`src/rtl/ttyld_pkg.sv`:
```
`timescale 1ns / 1ps
`default_nettype none

package ttyld_pkg;

    localparam int LINE_DEPTH_DEF = 32;

    localparam int CFG_IDX_W  = 3;
    localparam int CFG_DATA_W = 24;

    localparam logic [CFG_IDX_W-1:0] CFG_INPUT_MAP   = 3'd0;
    localparam logic [CFG_IDX_W-1:0] CFG_LOCAL_MODE  = 3'd1;
    localparam logic [CFG_IDX_W-1:0] CFG_ECHO_CRLF   = 3'd2;
    localparam logic [CFG_IDX_W-1:0] CFG_SIGNAL_CHARS = 3'd3;
    localparam logic [CFG_IDX_W-1:0] CFG_EDIT_CHARS  = 3'd4;
    localparam logic [CFG_IDX_W-1:0] CFG_HANDLER     = 3'd5;

    localparam logic [2:0]  RST_INPUT_MAP    = 3'd2;
    localparam logic [5:0]  RST_LOCAL_MODE   = 6'd31;
    localparam logic        RST_ECHO_CRLF    = 1'b1;
    localparam logic [23:0] RST_SIGNAL_CHARS = {8'd26, 8'd28, 8'd3};
    localparam logic [23:0] RST_EDIT_CHARS   = {8'd4, 8'd21, 8'd127};
    localparam logic        RST_HANDLER      = 1'b0;

    localparam logic [1:0] KIND_DATA  = 2'd0;
    localparam logic [1:0] KIND_ECHO  = 2'd1;
    localparam logic [1:0] KIND_EVENT = 2'd2;
    localparam logic [1:0] KIND_EOF   = 2'd3;

    localparam logic [7:0] CH_CR = 8'd13;
    localparam logic [7:0] CH_LF = 8'd10;
    localparam logic [7:0] CH_BS = 8'd8;
    localparam logic [7:0] CH_SP = 8'd32;

    localparam logic [7:0] EVT_INTR = 8'd0;
    localparam logic [7:0] EVT_QUIT = 8'd1;
    localparam logic [7:0] EVT_SUSP = 8'd2;

    typedef logic [2:0] vsel_t;

    localparam vsel_t VSEL_BYTE  = 3'd0;
    localparam vsel_t VSEL_CR    = 3'd1;
    localparam vsel_t VSEL_LF    = 3'd2;
    localparam vsel_t VSEL_BS    = 3'd3;
    localparam vsel_t VSEL_SP    = 3'd4;
    localparam vsel_t VSEL_EVENT = 3'd5;
    localparam vsel_t VSEL_ZERO  = 3'd6;
    localparam vsel_t VSEL_RD    = 3'd7;

    typedef struct packed {
        logic       capture;
        logic       len_dec;
        logic       len_clr;
        logic       store_wr;
        logic       idx_clr;
        logic       idx_inc;
        logic       cm_read;
        logic       out_load;
        logic       out_last;
        logic [1:0] out_kind;
        vsel_t      out_sel;
    } cmd_t;

    typedef struct packed {
        logic ignore;
        logic is_signal;
        logic handler;
        logic canon;
        logic is_erase;
        logic is_kill;
        logic is_eof;
        logic len_zero;
        logic can_store;
        logic is_lf;
        logic echo_on;
        logic crlf_echo;
        logic erase_echo_en;
        logic kill_echo_en;
        logic cm_more;
        logic out_ready;
    } sts_t;

endpackage

`default_nettype wire

```
`src/rtl/ttyld_dp.sv`:
```
`timescale 1ns / 1ps
`default_nettype none

module ttyld_dp
    import ttyld_pkg::*;
#(
    parameter int LINE_DEPTH = LINE_DEPTH_DEF
) (
    input  wire logic                  clk,
    input  wire logic                  rst_n,
    input  wire logic                  cfg_wr_en,
    input  wire logic [CFG_IDX_W-1:0]  cfg_index,
    input  wire logic [CFG_DATA_W-1:0] cfg_wdata,
    input  wire logic [7:0]            rx_byte,
    input  wire logic                  out_stall,
    output logic                       out_valid,
    output logic [1:0]                 out_kind,
    output logic [7:0]                 out_value,
    output logic                       out_last,
    input  wire cmd_t                  cmd,
    output sts_t                       sts
);

    localparam int IDX_W = $clog2(LINE_DEPTH);
    localparam int LEN_W = $clog2(LINE_DEPTH + 1);

    logic [2:0]       input_map_reg;
    logic [5:0]       local_mode_reg;
    logic             echo_crlf_reg;
    logic [23:0]      signal_chars_reg;
    logic [23:0]      edit_chars_reg;
    logic             handler_reg;

    logic [7:0]       byte_reg;
    logic [LEN_W-1:0] len_reg;
    logic [LEN_W-1:0] len_next;
    logic [IDX_W-1:0] idx_reg;
    logic [IDX_W-1:0] idx_next;
    logic [7:0]       rd_data_reg;
    logic             out_valid_reg;
    logic [1:0]       out_kind_reg;
    logic [7:0]       out_value_reg;
    logic             out_last_reg;

    logic [7:0]       line_mem [0:LINE_DEPTH-1];

    logic [7:0]       mapped;
    logic             ignore_cr;
    logic             is_lf;
    logic [7:0]       evt_code;
    logic [7:0]       sel_value;
    logic [LEN_W-1:0] limit;

    always_comb
    begin
        mapped    = byte_reg;
        ignore_cr = 1'b0;
        if (byte_reg == CH_CR)
        begin
            ignore_cr = input_map_reg[0];
            if (input_map_reg[1])
            begin
                mapped = CH_LF;
            end
        end
        else if (byte_reg == CH_LF && input_map_reg[2])
        begin
            mapped = CH_CR;
        end
    end

    assign is_lf = (mapped == CH_LF);
    assign limit = is_lf ? LEN_W'(LINE_DEPTH) : LEN_W'(LINE_DEPTH - 1);

    always_comb
    begin
        if (mapped == signal_chars_reg[7:0])
        begin
            evt_code = EVT_INTR;
        end
        else if (mapped == signal_chars_reg[15:8])
        begin
            evt_code = EVT_QUIT;
        end
        else
        begin
            evt_code = EVT_SUSP;
        end
    end

    always_comb
    begin
        sts.ignore        = ignore_cr;
        sts.is_signal     = local_mode_reg[0] && (mapped == signal_chars_reg[7:0] ||
                            mapped == signal_chars_reg[15:8] || mapped == signal_chars_reg[23:16]);
        sts.handler       = handler_reg;
        sts.canon         = local_mode_reg[1];
        sts.is_erase      = (mapped == edit_chars_reg[7:0]);
        sts.is_kill       = (mapped == edit_chars_reg[15:8]);
        sts.is_eof        = (mapped == edit_chars_reg[23:16]);
        sts.len_zero      = (len_reg == '0);
        sts.can_store     = (len_reg < limit);
        sts.is_lf         = is_lf;
        sts.echo_on       = local_mode_reg[2] || (is_lf && local_mode_reg[5]);
        sts.crlf_echo     = is_lf && echo_crlf_reg;
        sts.erase_echo_en = local_mode_reg[3];
        sts.kill_echo_en  = local_mode_reg[4];
        sts.cm_more       = (LEN_W'(idx_reg) + LEN_W'(1)) < len_reg;
        sts.out_ready     = !out_valid_reg || !out_stall;
    end

    always_comb
    begin
        len_next = len_reg;
        if (cmd.len_clr)
        begin
            len_next = '0;
        end
        else if (cmd.len_dec)
        begin
            len_next = len_reg - LEN_W'(1);
        end
        else if (cmd.store_wr)
        begin
            len_next = len_reg + LEN_W'(1);
        end
    end

    always_comb
    begin
        idx_next = idx_reg;
        if (cmd.idx_clr)
        begin
            idx_next = '0;
        end
        else if (cmd.idx_inc)
        begin
            idx_next = idx_reg + IDX_W'(1);
        end
    end

    always_comb
    begin
        case (cmd.out_sel)
            VSEL_BYTE:  sel_value = mapped;
            VSEL_CR:    sel_value = CH_CR;
            VSEL_LF:    sel_value = CH_LF;
            VSEL_BS:    sel_value = CH_BS;
            VSEL_SP:    sel_value = CH_SP;
            VSEL_EVENT: sel_value = evt_code;
            VSEL_RD:    sel_value = rd_data_reg;
            default:    sel_value = 8'd0;
        endcase
    end

    always_ff @(posedge clk or negedge rst_n)
    begin
        if (!rst_n)
        begin
            input_map_reg    <= RST_INPUT_MAP;
            local_mode_reg   <= RST_LOCAL_MODE;
            echo_crlf_reg    <= RST_ECHO_CRLF;
            signal_chars_reg <= RST_SIGNAL_CHARS;
            edit_chars_reg   <= RST_EDIT_CHARS;
            handler_reg      <= RST_HANDLER;
            len_reg          <= '0;
            idx_reg          <= '0;
            out_valid_reg    <= 1'b0;
        end
        else
        begin
            if (cfg_wr_en)
            begin
                case (cfg_index)
                    CFG_INPUT_MAP:    input_map_reg    <= cfg_wdata[2:0];
                    CFG_LOCAL_MODE:   local_mode_reg   <= cfg_wdata[5:0];
                    CFG_ECHO_CRLF:    echo_crlf_reg    <= cfg_wdata[0];
                    CFG_SIGNAL_CHARS: signal_chars_reg <= cfg_wdata[23:0];
                    CFG_EDIT_CHARS:   edit_chars_reg   <= cfg_wdata[23:0];
                    CFG_HANDLER:      handler_reg      <= cfg_wdata[0];
                    default:          ;
                endcase
            end
            len_reg <= len_next;
            idx_reg <= idx_next;
            if (cmd.out_load)
            begin
                out_valid_reg <= 1'b1;
            end
            else if (!out_stall)
            begin
                out_valid_reg <= 1'b0;
            end
        end
    end

    always_ff @(posedge clk)
    begin
        if (cmd.capture)
        begin
            byte_reg <= rx_byte;
        end
        if (cmd.out_load)
        begin
            out_kind_reg  <= cmd.out_kind;
            out_value_reg <= sel_value;
            out_last_reg  <= cmd.out_last;
        end
    end

    always_ff @(posedge clk)
    begin
        if (cmd.store_wr)
        begin
            line_mem[len_reg[IDX_W-1:0]] <= mapped;
        end
        if (cmd.cm_read)
        begin
            rd_data_reg <= line_mem[idx_reg];
        end
    end

    assign out_valid = out_valid_reg;
    assign out_kind  = out_kind_reg;
    assign out_value = out_value_reg;
    assign out_last  = out_last_reg;

    a_len_bound: assert property (@(posedge clk) disable iff (!rst_n)
        len_reg <= LEN_W'(LINE_DEPTH))
        else $error("line length beyond depth");

    a_store_room: assert property (@(posedge clk) disable iff (!rst_n)
        cmd.store_wr |-> len_reg < LEN_W'(LINE_DEPTH))
        else $error("store write into a full line");

    a_read_in_line: assert property (@(posedge clk) disable iff (!rst_n)
        cmd.cm_read |-> LEN_W'(idx_reg) < len_reg)
        else $error("commit read beyond line length");

endmodule

`default_nettype wire

```
`src/rtl/ttyld_ctrl.sv`:
```
`timescale 1ns / 1ps
`default_nettype none

module ttyld_ctrl
    import ttyld_pkg::*;
(
    input  wire logic clk,
    input  wire logic rst_n,
    input  wire logic in_valid,
    output logic      in_stall,
    input  wire sts_t sts,
    output cmd_t      cmd
);

    localparam logic [3:0] ST_IDLE   = 4'd0;
    localparam logic [3:0] ST_DECODE = 4'd1;
    localparam logic [3:0] ST_RAW    = 4'd2;
    localparam logic [3:0] ST_ECR    = 4'd3;
    localparam logic [3:0] ST_EBYTE  = 4'd4;
    localparam logic [3:0] ST_BS1    = 4'd5;
    localparam logic [3:0] ST_SP     = 4'd6;
    localparam logic [3:0] ST_BS2    = 4'd7;
    localparam logic [3:0] ST_KILL   = 4'd8;
    localparam logic [3:0] ST_EVENT  = 4'd9;
    localparam logic [3:0] ST_EOF    = 4'd10;
    localparam logic [3:0] ST_CM_RD  = 4'd11;
    localparam logic [3:0] ST_CM_OUT = 4'd12;

    logic [3:0] state_reg;
    logic [3:0] state_next;
    logic       emit;

    assign in_stall = (state_reg != ST_IDLE);

    always_comb
    begin
        state_next   = state_reg;
        cmd          = '0;
        emit         = 1'b0;
        cmd.out_sel  = VSEL_ZERO;
        cmd.out_kind = KIND_ECHO;
        case (state_reg)
            ST_IDLE:
            begin
                if (in_valid)
                begin
                    cmd.capture = 1'b1;
                    state_next  = ST_DECODE;
                end
            end
            ST_DECODE:
            begin
                cmd.idx_clr = 1'b1;
                if (sts.ignore)
                begin
                    state_next = ST_IDLE;
                end
                else if (sts.is_signal)
                begin
                    state_next = sts.handler ? ST_EVENT : ST_IDLE;
                end
                else if (sts.canon)
                begin
                    if (sts.is_erase)
                    begin
                        cmd.len_dec = !sts.len_zero;
                        state_next  = (!sts.len_zero && sts.erase_echo_en) ? ST_BS1 : ST_IDLE;
                    end
                    else if (sts.is_kill)
                    begin
                        cmd.len_clr = 1'b1;
                        state_next  = sts.kill_echo_en ? ST_KILL : ST_IDLE;
                    end
                    else if (sts.is_eof)
                    begin
                        state_next = sts.len_zero ? ST_EOF : ST_CM_RD;
                    end
                    else if (sts.can_store)
                    begin
                        cmd.store_wr = 1'b1;
                        if (sts.echo_on)
                        begin
                            state_next = sts.crlf_echo ? ST_ECR : ST_EBYTE;
                        end
                        else
                        begin
                            state_next = sts.is_lf ? ST_CM_RD : ST_IDLE;
                        end
                    end
                    else
                    begin
                        state_next = ST_IDLE;
                    end
                end
                else
                begin
                    state_next = ST_RAW;
                end
            end
            ST_RAW:
            begin
                emit         = 1'b1;
                cmd.out_kind = KIND_DATA;
                cmd.out_sel  = VSEL_BYTE;
                cmd.out_last = !sts.echo_on;
                if (sts.out_ready)
                begin
                    if (sts.echo_on)
                    begin
                        state_next = sts.crlf_echo ? ST_ECR : ST_EBYTE;
                    end
                    else
                    begin
                        state_next = ST_IDLE;
                    end
                end
            end
            ST_ECR:
            begin
                emit        = 1'b1;
                cmd.out_sel = VSEL_CR;
                if (sts.out_ready)
                begin
                    state_next = ST_EBYTE;
                end
            end
            ST_EBYTE:
            begin
                emit         = 1'b1;
                cmd.out_sel  = VSEL_BYTE;
                cmd.out_last = !(sts.canon && sts.is_lf);
                if (sts.out_ready)
                begin
                    state_next = (sts.canon && sts.is_lf) ? ST_CM_RD : ST_IDLE;
                end
            end
            ST_BS1:
            begin
                emit        = 1'b1;
                cmd.out_sel = VSEL_BS;
                if (sts.out_ready)
                begin
                    state_next = ST_SP;
                end
            end
            ST_SP:
            begin
                emit        = 1'b1;
                cmd.out_sel = VSEL_SP;
                if (sts.out_ready)
                begin
                    state_next = ST_BS2;
                end
            end
            ST_BS2:
            begin
                emit         = 1'b1;
                cmd.out_sel  = VSEL_BS;
                cmd.out_last = 1'b1;
                if (sts.out_ready)
                begin
                    state_next = ST_IDLE;
                end
            end
            ST_KILL:
            begin
                emit         = 1'b1;
                cmd.out_sel  = VSEL_LF;
                cmd.out_last = 1'b1;
                if (sts.out_ready)
                begin
                    state_next = ST_IDLE;
                end
            end
            ST_EVENT:
            begin
                emit         = 1'b1;
                cmd.out_kind = KIND_EVENT;
                cmd.out_sel  = VSEL_EVENT;
                cmd.out_last = 1'b1;
                if (sts.out_ready)
                begin
                    state_next = ST_IDLE;
                end
            end
            ST_EOF:
            begin
                emit         = 1'b1;
                cmd.out_kind = KIND_EOF;
                cmd.out_sel  = VSEL_ZERO;
                cmd.out_last = 1'b1;
                if (sts.out_ready)
                begin
                    state_next = ST_IDLE;
                end
            end
            ST_CM_RD:
            begin
                cmd.cm_read = 1'b1;
                state_next  = ST_CM_OUT;
            end
            ST_CM_OUT:
            begin
                emit         = 1'b1;
                cmd.out_kind = KIND_DATA;
                cmd.out_sel  = VSEL_RD;
                cmd.out_last = !sts.cm_more;
                if (sts.out_ready)
                begin
                    if (sts.cm_more)
                    begin
                        cmd.idx_inc = 1'b1;
                        state_next  = ST_CM_RD;
                    end
                    else
                    begin
                        cmd.len_clr = 1'b1;
                        state_next  = ST_IDLE;
                    end
                end
            end
            default:
            begin
                state_next = ST_IDLE;
            end
        endcase
        cmd.out_load = emit && sts.out_ready;
    end

    always_ff @(posedge clk or negedge rst_n)
    begin
        if (!rst_n)
        begin
            state_reg <= ST_IDLE;
        end
        else
        begin
            state_reg <= state_next;
        end
    end

    a_accept_decode: assert property (@(posedge clk) disable iff (!rst_n)
        (in_valid && !in_stall) |=> (state_reg == ST_DECODE))
        else $error("accepted transaction not decoded");

    a_last_ends: assert property (@(posedge clk) disable iff (!rst_n)
        (cmd.out_load && cmd.out_last) |=> (state_reg == ST_IDLE))
        else $error("results continue after last");

    a_decode_once: assert property (@(posedge clk) disable iff (!rst_n)
        (state_reg == ST_DECODE) |=> (state_reg != ST_DECODE))
        else $error("decode held more than one cycle");

endmodule

`default_nettype wire

```
`src/rtl/tty_input_line_discipline.sv`:
```
// Receive-side terminal line discipline. One received byte is taken per transaction
// on the input channel (in_valid/in_stall); the results it causes leave one per
// transaction on the output channel, with out_last marking the final one (a byte
// may cause none). A byte is captured in the idle state and decoded in the decode
// state; each result then enters the output register while the output is not
// stalled. A committed line reads each stored byte via the line store's registered
// read port, then presents it. The next byte is taken once the last result of the
// previous one sits in the output register. Configuration registers are written
// through cfg_wr_en, cfg_index and cfg_wdata; the user must do so only while no
// byte is in progress (not enforced); the line store needs no clearing after reset.
`timescale 1ns / 1ps
`default_nettype none

module tty_input_line_discipline
    import ttyld_pkg::*;
#(
    parameter int LINE_DEPTH = LINE_DEPTH_DEF
) (
    input  wire logic                  clk,
    input  wire logic                  rst_n,
    input  wire logic                  cfg_wr_en,
    input  wire logic [CFG_IDX_W-1:0]  cfg_index,
    input  wire logic [CFG_DATA_W-1:0] cfg_wdata,
    input  wire logic                  in_valid,
    output logic                       in_stall,
    input  wire logic [7:0]            rx_byte,
    output logic                       out_valid,
    input  wire logic                  out_stall,
    output logic [1:0]                 out_kind,
    output logic [7:0]                 out_value,
    output logic                       out_last
);

    cmd_t cmd;
    sts_t sts;

    ttyld_ctrl u_ctrl (
        .clk      (clk),
        .rst_n    (rst_n),
        .in_valid (in_valid),
        .in_stall (in_stall),
        .sts      (sts),
        .cmd      (cmd)
    );

    ttyld_dp #(
        .LINE_DEPTH (LINE_DEPTH)
    ) u_dp (
        .clk       (clk),
        .rst_n     (rst_n),
        .cfg_wr_en (cfg_wr_en),
        .cfg_index (cfg_index),
        .cfg_wdata (cfg_wdata),
        .rx_byte   (rx_byte),
        .out_stall (out_stall),
        .out_valid (out_valid),
        .out_kind  (out_kind),
        .out_value (out_value),
        .out_last  (out_last),
        .cmd       (cmd),
        .sts       (sts)
    );

endmodule

`default_nettype wire

```
`config.mk`:
```
export PLATFORM = sky130hd
export DESIGN_NAME = tty_input_line_discipline
export DESIGN_NICKNAME = d
export VERILOG_FILES = /design/src/rtl/ttyld_pkg.sv /design/src/rtl/ttyld_dp.sv /design/src/rtl/ttyld_ctrl.sv /design/src/rtl/tty_input_line_discipline.sv
export SDC_FILE = /design/constraint.sdc
export NUM_CORES = 1
export LEC_CHECK = 0
export BUFFER_PORTS_ARGS = -buffer_cell sky130_fd_sc_hd__buf_4
export CORE_MARGIN = 8
export CORE_UTILIZATION = 45
export CTS_BUF_LIST = sky130_fd_sc_hd__clkbuf_16
export DETAILED_ROUTE_END_ITERATION = 10
export GPL_TIMING_DRIVEN = 0
export MAX_ROUTING_LAYER = met4
export SLEW_MARGIN = 25
export SYNTH_ARGS = -nofsm -noshare
export SYNTH_HDL_FRONTEND = slang
export SYNTH_HIERARCHICAL = 1
export SYNTH_SLANG_ARGS = --single-unit
```
`constraint.sdc`:
```
create_clock -name clk -period 10.9 [get_ports clk]
set_clock_uncertainty 0.05 [all_clocks]
set_input_delay 2.18 -clock clk [delete_from_list [all_inputs] [get_ports clk]]
set_output_delay 2.18 -clock clk [all_outputs]
set_load 0.03 [all_outputs]
```
==> run summary <==
=====================================================================================
Flop-to-flop setup slack                                                      5.35 ns
Status                                                                   finished, final reports clean
Family with the most delay on the worst path                             simple AND/OR/NAND/NOR gates
Synthesized instance count                                                       1080
Average routed wire per standard cell                                    22.4 microns
Cell with the largest stage delay on the worst path                      sky130_fd_sc_hd__nor2_1
Total of warnings raised by yosys                                                   6
Iter 0 DRT Violations                                                             652
HPWL reported at the end of detailed placement                                25.4 mm
Syn-to-layout area delta                                                        13.9%
Final hold slack                                                             0.471 ns
Hold Fails Final Rpt                                                                0
Hold Startpoint                                                          u_dp/signal_chars_reg[9]
Total clock sinks                                                                 358
Async SR Flop Fraction                                                          0.209
Worst Setup Start Kind                                                           flop
I/O pins                                                                           53
Global placement routability congestion                                         0.930
Number of DRC violations after detailed routing                                     0
Final number of max-transition violations                                           0
Non-filler cells in the finished layout                                          1666
VDD IR max                                                                     124 uV
Proportion of layout cells with a drive suffix above 1                          0.222
Initial antenna violation count                                                     0
Fmax                                                                        0.180 GHz
Crit. End Element                                                                flop
Count of cell types in the netlist                                                 77
Final setup violation count                                                         0
Required time worst endpoint                                                 10.99 ns
First-pass detailed-route iteration total                                           6
Htree depth                                                                         2
FF-to-FF End                                                             u_dp/line_mem[26][0]
Number of cells on the worst hold path                                              1
Actual transition at the worst max-transition pin                            0.960 ns
Final worst path period need                                                  5.55 ns
Die boundary width                                                        204 microns
Top fanout value on the critical path                                              37
Synth top area cells                                                     sky130_fd_sc_hd__edfxtp_1, sky130_fd_sc_hd__dfrtp_1, sky130_fd_sc_hd__mux4_2
Post-CTS setup buffer count                                                         0
Die height                                                                204 microns
Critical path data arrival time                                               5.64 ns
Cts bufs inserted                                                                  39
Via count of the first global-routing pass                                       9515
Clock tree from TritonCTS                                                        done
RSZ-0062 raised after global routing                                            false
Most frequent cells after synthesis                                      sky130_fd_sc_hd__edfxtp_1, sky130_fd_sc_hd__mux2i_1, sky130_fd_sc_hd__nor2_1, sky130_fd_sc_hd__mux2_2, sky130_fd_sc_hd__nand2_1
EDFF count, synth                                                                 283
Vias after detailed routing                                                      9487
Final core occ                                                                  0.515
Number of max-cap violations                                                        0
Final sum of negative setup slack                                                0 ns
Setup CP Type                                                            flop to flop
Worst hold-check path type                                               flop to flop
Clock insertion delay at the later pin of the skew report                     0.53 ns
Area of the die                                                          0.0418 sq mm
Core box area                                                            0.0353 sq mm
WL final                                                                      37.4 mm
Biggest area consumer among synthesized cells                            sky130_fd_sc_hd__edfxtp_1
Leftover overflow at the end of global routing                                      0
Primary FF master, synth                                                 sky130_fd_sc_hd__edfxtp_1
Final #Nets                                                                      1229
CP cell instances                                                        buf_6 -> or4b_4 -> nor3_1 -> a21o_1 -> buf_2 -> xor2_1 -> or4_4 -> o21ai_2 -> nor4_2 -> and3_1 -> clkbuf_1 -> nand3b_1 -> nor2_1
Post-DR vias/cell                                                                5.69
Synthesis-stage register bit count                                                358
All-Layer GR Usage                                                              0.185
Maximum number of pins on one net before global-route repair                       76
Path depth of the worst reg2reg path                                               13
WP depth                                                                           13
Worst slew margin relative to its limit                                         0.360
Min-Delay Endpoint                                                       u_dp/signal_chars_reg[9]
Placed cell count                                                                1596
Final worst-path cycle share                                                    0.509
Delay contributed by the slowest stage of the critical path                   0.84 ns
Cts repair resizes                                                                  0
Number of nets in the synthesized netlist                                        1133
Clock-pin slew of the registers on the worst-case setup and hold paths        0.06 ns
Effective utilization at floorplan                                              0.452
Fraction of the yosys area taken by sequential cells                            0.651
Number of buffers added to fix hold violations after cts                            0
Pwr dens                                                                  197 mW/mm^2
Leakage power of the design                                                   6.13 nW
Input/output buffers                                                               52
Average size of a mapped cell                                              14.8 sq um
Cell with the most instances after synthesis                             sky130_fd_sc_hd__edfxtp_1
Reg-to-reg critical path startpoint                                      u_dp/byte_reg[5]
Maximum buffer depth of the clock tree                                              3
CP bufs+invs                                                                        3
Synthesized area                                                         0.0160 sq mm
Antenna-violating nets left                                                         0
Placement Rows                                                                     69
Root Buffer Master                                                       sky130_fd_sc_hd__clkbuf_16
Top cell type's share of synthesized area                                       0.532
Wire length of the first global-routing pass                                  57.6 mm
Ant. Diodes                                                                         0
Flip-flop count of the largest register after layout                              256
=====================================================================================
cell usage in the layout (no fill, tap or decap), drive strengths merged, types with 3 or more instances in the layout:
master    n
ha       12
nand3    28
mux4     32
nor2     69
nand2    59
or3b      5
a22o      4
o21ai    22
dfstp    26
mux2i    68
a31oi     6
clkinv   13
dfrtp    49
xor2     33
xnor2    24
a311oi    3
nor3     17
a21oi    28
inv      36
nand3b    6
o22ai    10
a21o      4
and3      8
o21a      4
mux2     60
nand4     5
o211ai    4
nor2b     7
buf      89
nand2b   15
o221ai   42
clkbuf   76
o31ai     3
nor4      8
a211oi    7
edfxtp  283
cell type report:
class | count | area [sq um]
Timing Repair Buffer | 55 | 444
Clock buffer | 40 | 1000
Buffer | 70 | 333
Inverter | 20 | 75.1
Sequential cell | 358 | 10400
Fill cell | 2917 | 17100
Clock inverter | 30 | 168
Tap cell | 461 | 577
Multi-Input combinational cell | 632 | 5190
logic make-up after synthesis:
kind of cell / Yosys count / synth area share
compound gates: 155 / 0.0706
xor+xnor: 57 / 0.0312
fa+ha+maj: 14 / 0.0113
buf+inv: 90 / 0.0251
flops: 358 / 0.651
mux: 160 / 0.130
simple gates: 246 / 0.0804
metrics by stage:
step	area [sq um]	setup slack (ns)	power [mW]
2_1_floorplan	16000	6.12	2.19
3_5_place_dp	17000	5.36	2.42
5_1_grt	18200	5.10	3.75
3_3_place_gp	16900	4.15	2.40
4_1_cts	18200	5.32	3.62
6_report	18200	5.35	3.59
power by group:
| group | leakage, nW | switching (mW) | internal [mW] | total [mW] |
|---|---|---|---|---|
| sequential | 3.43 | 0.0670 | 1.65 | 1.72 |
| combinational | 2.06 | 0.421 | 0.254 | 0.675 |
| clock | 0.630 | 0.514 | 0.688 | 1.20 |
routing by layer:
metal  track usage  up-vias  part of all wire
met2         0.288      275              0.48
li1              -     4374                 -
met4        0.0612        0             0.028
met5             -        -                 0
met3        0.0285       65             0.052
met1         0.247     4773              0.44
how the worst max path moves through the flow:
stage | from | endpoint | slack [ns]
3_5_place_dp | u_dp/byte_reg[5] | u_dp/line_mem[26][0] | 5.36
5_1_grt | u_dp/byte_reg[5] | u_dp/line_mem[18][2] | 5.10
3_3_place_gp | u_dp/byte_reg[5] | u_dp/line_mem[30][0] | 4.15
4_1_cts | u_dp/byte_reg[5] | u_dp/line_mem[26][0] | 5.32
2_1_floorplan | u_dp/byte_reg[5] | u_dp/len_reg[4] | 6.12
6_report | u_dp/byte_reg[5] | u_dp/line_mem[26][0] | 5.35
(Power assumes the default switching activity.)
